$ cat src/hw/rtl/scss_pkg.sv
// Package for the SQL comment and whitespace stripper.
// Holds character codes, state encodings, the output word type and helper functions.
// No dependencies.
`timescale 1ns / 1ps

package scss_pkg;

   localparam logic [7:0] CH_HASH   = 8'h23;
   localparam logic [7:0] CH_NL     = 8'h0A;
   localparam logic [7:0] CH_SLASH  = 8'h2F;
   localparam logic [7:0] CH_STAR   = 8'h2A;
   localparam logic [7:0] CH_BSLASH = 8'h5C;
   localparam logic [7:0] CH_SQUOTE = 8'h27;
   localparam logic [7:0] CH_DQUOTE = 8'h22;
   localparam logic [7:0] CH_BQUOTE = 8'h60;
   localparam logic [7:0] CH_SPACE  = 8'h20;
   localparam logic [7:0] CH_TAB    = 8'h09;
   localparam logic [7:0] CH_CR     = 8'h0D;

   localparam int QUEUE_DEPTH = 3;

   typedef enum logic [1:0] {
      QK_NONE   = 2'd0,
      QK_SINGLE = 2'd1,
      QK_DOUBLE = 2'd2,
      QK_BACK   = 2'd3
   } quote_kind_type;

   typedef enum logic [1:0] {
      CM_NONE  = 2'd0,
      CM_LINE  = 2'd1,
      CM_BLOCK = 2'd2
   } comment_mode_type;

   typedef struct packed {
      logic [7:0] out_char;
      logic       run_last;
   } scss_word_type;

   function automatic logic [7:0] quote_char_of(input quote_kind_type kind);
      logic [7:0] ch;
      unique case (kind)
         QK_SINGLE: ch = CH_SQUOTE;
         QK_DOUBLE: ch = CH_DQUOTE;
         default:   ch = CH_BQUOTE;
      endcase
      return ch;
   endfunction

   function automatic logic is_ws(input logic [7:0] ch);
      return (ch == CH_SPACE) || ((ch >= CH_TAB) && (ch <= CH_CR));
   endfunction

endpackage

$ cat src/hw/rtl/scss_req_if.sv
// Input channel interface: one SQL text byte and its end-of-text flag per word.
// Depends on nothing.
`timescale 1ns / 1ps

interface scss_req_if;
   logic       valid;
   logic       ready;
   logic [7:0] in_char;
   logic       text_end;

   modport source (output valid, output in_char, output text_end, input ready);
   modport sink   (input valid, input in_char, input text_end, output ready);
endinterface

$ cat src/hw/rtl/scss_rsp_if.sv
// Result channel interface: one stripped byte and its last-of-run flag per word.
// Depends on nothing.
`timescale 1ns / 1ps

interface scss_rsp_if;
   logic       valid;
   logic       ready;
   logic [7:0] out_char;
   logic       run_last;

   modport source (output valid, output out_char, output run_last, input ready);
   modport sink   (input valid, input out_char, input run_last, output ready);
endinterface

$ cat src/hw/rtl/sql_comment_space_stripper.sv
// Top level of the SQL comment and whitespace stripper.
// Depends on scss_pkg, scss_req_if and scss_rsp_if.
//
//   channel  | direction | word fields
//   ---------+-----------+----------------------------
//   req_ch   | in        | in_char[7:0], text_end
//   rsp_ch   | out       | out_char[7:0], run_last
//
// One input byte is taken per cycle while the result queue has room for two
// words after this cycle's pop; the queue drains through a single-word port.
// An accepted byte passes through the input register, then the three-word
// result queue.
// Synchronous active-high reset clears the parse state and empties both stages.
// Output stalls back up into the input only when the queue cannot take two words.
`timescale 1ns / 1ps

module sql_comment_space_stripper
   import scss_pkg::*;
(
   input  logic      clock,
   input  logic      reset,
   scss_req_if.sink  req_ch,
   scss_rsp_if.source rsp_ch
);

   localparam int CntW = $clog2(QUEUE_DEPTH + 1);
   localparam int IdxW = $clog2(QUEUE_DEPTH);

   // input register
   logic       s1_valid_ff, s1_valid_in;
   logic [7:0] s1_char_ff;
   logic       s1_last_ff;

   // parse state
   quote_kind_type   quote_ff, quote_in;
   comment_mode_type mode_ff, mode_in;
   logic             esc_ff, esc_in;
   logic             slash_ff, slash_in;
   logic             star_ff, star_in;

   // result queue
   scss_word_type q_ff [QUEUE_DEPTH];
   scss_word_type q_in [QUEUE_DEPTH];
   logic [CntW-1:0] count_ff, count_in;

   logic            pop;
   logic            commit;
   logic [CntW-1:0] after_pop;
   logic            emit_pre, emit_char, emit_flush, block_open;
   logic [1:0]      n_words;
   scss_word_type   w0, w1;

   assign pop       = rsp_ch.valid && rsp_ch.ready;
   assign after_pop = count_ff - CntW'(pop);
   assign commit    = s1_valid_ff && (after_pop <= CntW'(QUEUE_DEPTH - 2));
   assign req_ch.ready = !s1_valid_ff || commit;
   assign s1_valid_in  = req_ch.valid ? 1'b1 : (s1_valid_ff && !commit);

   assign rsp_ch.valid    = (count_ff != '0);
   assign rsp_ch.out_char = q_ff[0].out_char;
   assign rsp_ch.run_last = q_ff[0].run_last;

   always_comb begin
      quote_in   = quote_ff;
      mode_in    = mode_ff;
      esc_in     = esc_ff;
      slash_in   = slash_ff;
      star_in    = star_ff;
      emit_pre   = 1'b0;
      emit_char  = 1'b0;
      block_open = 1'b0;
      if (quote_ff != QK_NONE) begin
         if (esc_ff) begin
            esc_in = 1'b0;
         end else if (s1_char_ff == CH_BSLASH) begin
            esc_in = 1'b1;
         end else if (s1_char_ff == quote_char_of(quote_ff)) begin
            quote_in = QK_NONE;
         end
         emit_char = 1'b1;
      end else if (mode_ff == CM_LINE) begin
         if (s1_char_ff == CH_NL) begin
            mode_in = CM_NONE;
         end
      end else if (mode_ff != CM_NONE) begin
         if (star_ff && (s1_char_ff == CH_SLASH)) begin
            mode_in = CM_NONE;
            star_in = 1'b0;
         end else begin
            star_in = (s1_char_ff == CH_STAR);
         end
      end else begin
         if (slash_ff) begin
            slash_in = 1'b0;
            if (s1_char_ff == CH_STAR) begin
               mode_in    = CM_BLOCK;
               star_in    = 1'b0;
               block_open = 1'b1;
            end else begin
               emit_pre = 1'b1;
            end
         end
         if (!block_open) begin
            priority if (s1_char_ff == CH_HASH) begin
               mode_in = CM_LINE;
            end else if (s1_char_ff == CH_SLASH) begin
               slash_in = 1'b1;
            end else begin
               priority if (s1_char_ff == CH_SQUOTE) begin
                  quote_in = QK_SINGLE;
               end else if (s1_char_ff == CH_DQUOTE) begin
                  quote_in = QK_DOUBLE;
               end else if (s1_char_ff == CH_BQUOTE) begin
                  quote_in = QK_BACK;
               end else begin
                  quote_in = QK_NONE;
               end
               emit_char = !is_ws(s1_char_ff);
            end
         end
      end
      emit_flush = s1_last_ff && slash_in;
      if (s1_last_ff) begin
         quote_in = QK_NONE;
         mode_in  = CM_NONE;
         esc_in   = 1'b0;
         slash_in = 1'b0;
         star_in  = 1'b0;
      end
   end

   // at most two of the three emits can fire for one byte
   always_comb begin
      n_words = 2'(emit_pre) + 2'(emit_char) + 2'(emit_flush);
      w0.out_char = (emit_char && !emit_pre) ? s1_char_ff : CH_SLASH;
      w0.run_last = (n_words == 2'd1);
      w1.out_char = (emit_pre && emit_char) ? s1_char_ff : CH_SLASH;
      w1.run_last = 1'b1;
   end

   always_comb begin
      q_in     = q_ff;
      count_in = count_ff;
      if (pop) begin
         for (int i = 0; i < QUEUE_DEPTH - 1; i++) begin
            q_in[i] = q_ff[i + 1];
         end
         count_in = after_pop;
      end
      if (commit) begin
         if (n_words != 2'd0) begin
            q_in[IdxW'(count_in)] = w0;
         end
         if (n_words == 2'd2) begin
            q_in[IdxW'(count_in + CntW'(1))] = w1;
         end
         count_in = count_in + CntW'(n_words);
      end
   end

   always_ff @(posedge clock) begin
      if (reset) begin
         s1_valid_ff <= 1'b0;
         count_ff    <= '0;
         quote_ff    <= QK_NONE;
         mode_ff     <= CM_NONE;
         esc_ff      <= 1'b0;
         slash_ff    <= 1'b0;
         star_ff     <= 1'b0;
      end else begin
         s1_valid_ff <= s1_valid_in;
         count_ff    <= count_in;
         if (commit) begin
            quote_ff <= quote_in;
            mode_ff  <= mode_in;
            esc_ff   <= esc_in;
            slash_ff <= slash_in;
            star_ff  <= star_in;
         end
      end
   end

   always_ff @(posedge clock) begin
      q_ff <= q_in;
      if (req_ch.valid && req_ch.ready) begin
         s1_char_ff <= req_ch.in_char;
         s1_last_ff <= req_ch.text_end;
      end
   end

   a_queue_bound: assert property (@(posedge clock) disable iff (reset)
      count_ff <= CntW'(QUEUE_DEPTH))
      else $error("result queue over depth");

   a_slash_outside: assert property (@(posedge clock) disable iff (reset)
      slash_ff |-> (quote_ff == QK_NONE) && (mode_ff == CM_NONE))
      else $error("held slash inside quote or comment");

   a_star_in_block: assert property (@(posedge clock) disable iff (reset)
      star_ff |-> (mode_ff == CM_BLOCK))
      else $error("star armed outside block comment");

   a_escape_in_quote: assert property (@(posedge clock) disable iff (reset)
      esc_ff |-> (quote_ff != QK_NONE))
      else $error("escape pending outside quote");

   a_end_resets: assert property (@(posedge clock) disable iff (reset)
      commit && s1_last_ff |=> (quote_ff == QK_NONE) && (mode_ff == CM_NONE)
         && !slash_ff && !esc_ff && !star_ff)
      else $error("state not cleared after final byte");

endmodule

$ cat src/flat_wrapper.sv
// flat-port wrapper written by rule: the top's interface ports become plain ports
module sql_comment_space_stripper_flat import scss_pkg::*;
  (clock, reset, req_ch_valid, req_ch_in_char, req_ch_text_end, req_ch_ready, rsp_ch_valid, rsp_ch_out_char, rsp_ch_run_last, rsp_ch_ready);
  scss_req_if req_ch_i ();
  scss_rsp_if rsp_ch_i ();
  input  logic clock;
  input  logic reset;
  input wire logic [$bits(req_ch_i.valid)-1:0] req_ch_valid;
  input wire logic [$bits(req_ch_i.in_char)-1:0] req_ch_in_char;
  input wire logic [$bits(req_ch_i.text_end)-1:0] req_ch_text_end;
  output wire logic [$bits(req_ch_i.ready)-1:0] req_ch_ready;
  output wire logic [$bits(rsp_ch_i.valid)-1:0] rsp_ch_valid;
  output wire logic [$bits(rsp_ch_i.out_char)-1:0] rsp_ch_out_char;
  output wire logic [$bits(rsp_ch_i.run_last)-1:0] rsp_ch_run_last;
  input wire logic [$bits(rsp_ch_i.ready)-1:0] rsp_ch_ready;
  assign req_ch_i.valid = req_ch_valid;
  assign req_ch_i.in_char = req_ch_in_char;
  assign req_ch_i.text_end = req_ch_text_end;
  assign req_ch_ready = req_ch_i.ready;
  assign rsp_ch_valid = rsp_ch_i.valid;
  assign rsp_ch_out_char = rsp_ch_i.out_char;
  assign rsp_ch_run_last = rsp_ch_i.run_last;
  assign rsp_ch_i.ready = rsp_ch_ready;
  sql_comment_space_stripper u_core (.clock(clock), .reset(reset), .req_ch(req_ch_i), .rsp_ch(rsp_ch_i));
endmodule
$ cat config.mk
export PLATFORM = sky130hd
export DESIGN_NAME = sql_comment_space_stripper_flat
export DESIGN_NICKNAME = d
export VERILOG_FILES = /design/src/hw/rtl/scss_pkg.sv /design/src/hw/rtl/scss_req_if.sv /design/src/hw/rtl/scss_rsp_if.sv /design/src/hw/rtl/sql_comment_space_stripper.sv /design/src/flat_wrapper.sv
export SDC_FILE = /design/constraint.sdc
export NUM_CORES = 1
export LEC_CHECK = 0
export BUFFER_PORTS_ARGS = -buffer_cell sky130_fd_sc_hd__buf_2
export CAP_MARGIN = 20
export CORE_ASPECT_RATIO = 0.5
export CORE_MARGIN = 8
export CORE_UTILIZATION = 45
export CTS_CLUSTER_SIZE = 8
export DETAILED_ROUTE_END_ITERATION = 10
export PLACE_DENSITY = 0.76
export RECOVER_POWER = 100
export SLEW_MARGIN = 20
export SYNTH_ARGS = -nofsm -noshare
export SYNTH_HDL_FRONTEND = slang
export SYNTH_SLANG_ARGS = --single-unit
$ cat constraint.sdc
create_clock -name clock -period 3.4 [get_ports clock]
set_clock_uncertainty 0.05 [all_clocks]
set_input_delay 0.68 -clock clock [delete_from_list [all_inputs] [get_ports clock]]
set_output_delay 0.68 -clock clock [all_outputs]
set_load 0.03 [all_outputs]
==> impl_metrics.csv <==
group,metric,value,unit
placed_design,numPortBuffers,23,
sta,min_period,3.29,ns
detailed_routing,wirelength,7500,µm
synthesis,synth_top_area_cell,"dfxtp_1",
grt,grt_pass1_wl,12300,µm
detailed_routing,antenna_left,0,
detailed_routing,drt-initial-drc-count,338,
critical_path,cp_slowest_cell,"fa_2",
detailed_routing,dr.pass1.iters,5,
sta,drv_slew,0,
sta,hold_ws,0.426,ns
sta,finalSetupTns,0,ns
worst_hold_path,hold_path_depth,1,
critical_path,worst-path-max-fanout,8,
layout,fin_nets,357,
layout,final_cell_mix,"29 x nand2_1, 28 x dfxtp_1, 26 x nor2_1",
clock_network,clock-sinks,46,
sta,max_freq,304,MHz
synthesis,yosysSeqAreaShare,38.6,%
critical_path,worst-r2r-cell-count,11,
grt,overflow,0,
synthesis,synth_xor_area_share,1.23,%
pwr,ir_worst_vdd,0.229,mV
sta,setup-violations-final,0,
critical_path,worst-r2r-setup-slack,0.11,ns
layout,fillers,555,
layout,drive_gt1_share,18.8,%
layout,multi_input_area,0.00153,mm²
synthesis,muxShareOfSynthArea,6.01,%
die,die_y,72.3,µm
detailed_routing,vias,2535,
synthesis,async_flop_share,0,%
critical_path,crit_path_start_kind,"register",
critical_path,reg2reg_to,"u_core.q_ff[2]",
clock_network,hold_buffers,0,
grt,grt_usage,16.4,%
synthesis,ys_ff_latch,46,
critical_path,worstPathArrival,3.28,ns
die,row_count,20,
die,coreArea,0.00611,mm²
synthesis,netlist_top_cells_area,"dfxtp_1 20%, edfxtp_1 19%, mux2i_1 5.6%",
pwr,power_density,678,mW/mm²
synthesis,yosys_warnings,0,
critical_path,cpPeakStageDelay,0.64,ns
synthesis,synthAdderAreaFrac,2.46,%
detailed_routing,drc,0,
clock_network,cts_made_buffers,5,
layout,final_common_cell,"nand2_1",
pwr,leakage,1.27,nW
detailed_routing,detail_route.wl_per_cell,17.5,µm
sta,period_share,96.7,%
critical_path,worstReg2RegStart,"u_core.s1_char_ff[6]",
placed_design,hpwl,5410,µm
die,dieArea,0.00930,mm²
die,ioPinCount,24,
clock_network,cts_tree,"done",
status,status,"finished clean",
layout,regArea,0.00110,mm²
clock_network,cts_buffer_depth,2,
sta,timing.slew.headroom,44.7,%
clock_network,h-tree-depth,2,
clock_network,root_buffer,"clkbuf_16",
synthesis,synth_fp_nets,331,
worst_hold_path,hold_start,"u_core.quote_ff[1]",
placed_design,gp_congestion,0.938,
die,start_util,46.7,%
sta,hold_viol,0,
critical_path,cp_common_cell,"nand2_1",
die,die_w,129,µm
clock_network,clk_latency,0.29,ns
critical_path,cp_cell_sequence,"nor4b_4 > and3_2 > mux2_2 > nand2_1 > fa_2 > nand2b_1 > nor2_2 > nand2_1 > mux2i_2 > a21oi_2 > o22a_1",
detailed_routing,drt-vias-per-instance,5.92,
job,drv_cap,0,
synthesis,synth-compound-area-share,23.0,%
worst_hold_path,hold_class,"reg2reg",
synthesis,avgSynthCellArea,9.11,µm²
grt,grt_antenna_before_repair,0,
grt,grt_pass1_vias,2438,
layout,syn2layout_area_growth,14.0,%
critical_path,path_class,"reg2reg",
synthesis,synth_top_family_by_area,"compound AO/OA/AOI/OAI gates",
layout,antenna_cells,0,
grt,grt_max_degree,16,
synthesis,synth_cell_types,66,
synthesis,synth_ff_type,"dfxtp_1",
clock_network,clk_pin_slew,0.07,ns
synthesis,synth_edf_count,18,
sta,worst_pin_slew,0.829,ns
critical_path,end_kind,"register",
critical_path,required,3.39,ns
synthesis,synthDominantCellAreaShare,19.6,%
worst_hold_path,whs_endpoint,"u_core.quote_ff[1]",
synthesis,synth_cells,313,
synthesis,synth_area,0.00285,mm²
synthesis,synthSimpleGateAreaFrac,20.6,%
==> sequential cells by signal (all words and copies together), names as in the netlist <==
| name | flops |
|---|---|
| u_core.count_ff | 2 |
| u_core.esc_ff | 1 |
| u_core.mode_ff | 2 |
| u_core.q_ff | 18 |
| u_core.quote_ff | 2 |
| u_core.rsp_ch.out_char | 8 |
| u_core.rsp_ch.run_last | 1 |
| u_core.s1_char_ff | 8 |
| u_core.s1_last_ff | 1 |
| u_core.s1_valid_ff | 1 |
| u_core.slash_ff | 1 |
| u_core.star_ff | 1 |
==> synth_stat cells, drive strengths merged (3+ instances only) <==
cell	n
edfxtp	18
nand2	30
nand2b	6
nand3	8
o22a	3
inv	13
a2bb2oi	5
nor2	28
o21ai	15
clkbuf	9
nor4b	3
and2	4
nor3	7
o22ai	3
a21oi	24
or3	4
mux2i	16
o2bb2ai	5
nand4	7
a21o	3
ha	4
buf	20
a311oi	3
dfxtp	28
a211oi	4
and3	4
==> per-stage QoR <==
stage / util (%) / total power, mW / instances / setup slack (ns) / cell area, µm²
5_1_grt: 53.3 / 2.32 / 428 / -0.0179 / 3250
3_5_place_dp: 50.0 / 1.60 / 416 / 0.119 / 3050
2_1_floorplan: - / 1.44 / 313 / 0.121 / 2850
4_1_cts: 53.1 / 2.21 / 424 / 0.0500 / 3240
3_3_place_gp: 50.0 / 1.58 / 416 / 0.275 / 3050
6_report: 53.3 / 2.20 / 428 / 0.111 / 3250
==> where the power goes <==
group	internal (mW)	switching (mW)
Sequential	0.724	0.0856
Clock	0.393	0.219
Combinational	0.298	0.486
==> kinds of logic (layout without fill, tap and decap cells) <==
kind of cell | Yosys count | count (layout)
xor gates and xnor gates | 4 | 4
and+or+nand+nor | 110 | 110
muxes | 17 | 17
adders and majority gates | 5 | 5
AOI/OAI and AO/OA | 89 | 89
DFF | 46 | 46
buffers and inverters | 42 | 69
==> final cells by class <==
type,instances,area share (%)
timing repair buffer,48,8.54
sequential,46,33.9
tap,88,3.39
clock inverter,2,1.19
inverter,13,1.50
multi-input combinational,225,46.9
clock buffer,6,4.62
==> critical path: cells and delay by family, from the launching register on <==
kind	cells	cell delay (ns)
compound gates	2	0.31
fa+ha+maj	1	0.64
flops	1	0.43
mux	2	0.39
simple gates	6	1.22
==> routing by layer <==
metal | up-vias | wire [µm] | part of all wire (%) | track usage (%)
met4 | 0 | 150 | 2.0 | 5.16
li1 | 1188 | - | - | -
met1 | 1178 | 3370 | 45 | 22.3
met2 | 151 | 3240 | 43 | 25.0
met5 | - | 0 | 0 | 0
met3 | 18 | 739 | 9.9 | 4.09
==> worst max path at each step <==
| stage | start | depth (start not counted) | endpoint | slack [ns] |
|---|---|---|---|---|
| finish | u_core.s1_char_ff[6] | 11 | u_core.q_ff[2] | 0.11 |
| global route | u_core.s1_char_ff[2] | 12 | u_core.q_ff[2] | -0.02 |
| CTS | u_core.s1_char_ff[3] | 12 | u_core.q_ff[2] | 0.05 |
| detailed placement | u_core.s1_char_ff[3] | 12 | u_core.q_ff[2] | 0.12 |
| global placement | u_core.s1_char_ff[1] | 11 | u_core.q_ff[6] | 0.27 |
| floorplan | u_core.s1_char_ff[6] | 13 | u_core.rsp_ch.out_char[1] | 0.12 |
==> timing repair <==
action | CTS | global route
resized for setup | 0 | 3
buffers inserted | 0 | 4
endpoints found under the setup margin | 0 | 18
(Power assumes the default switching activity.)
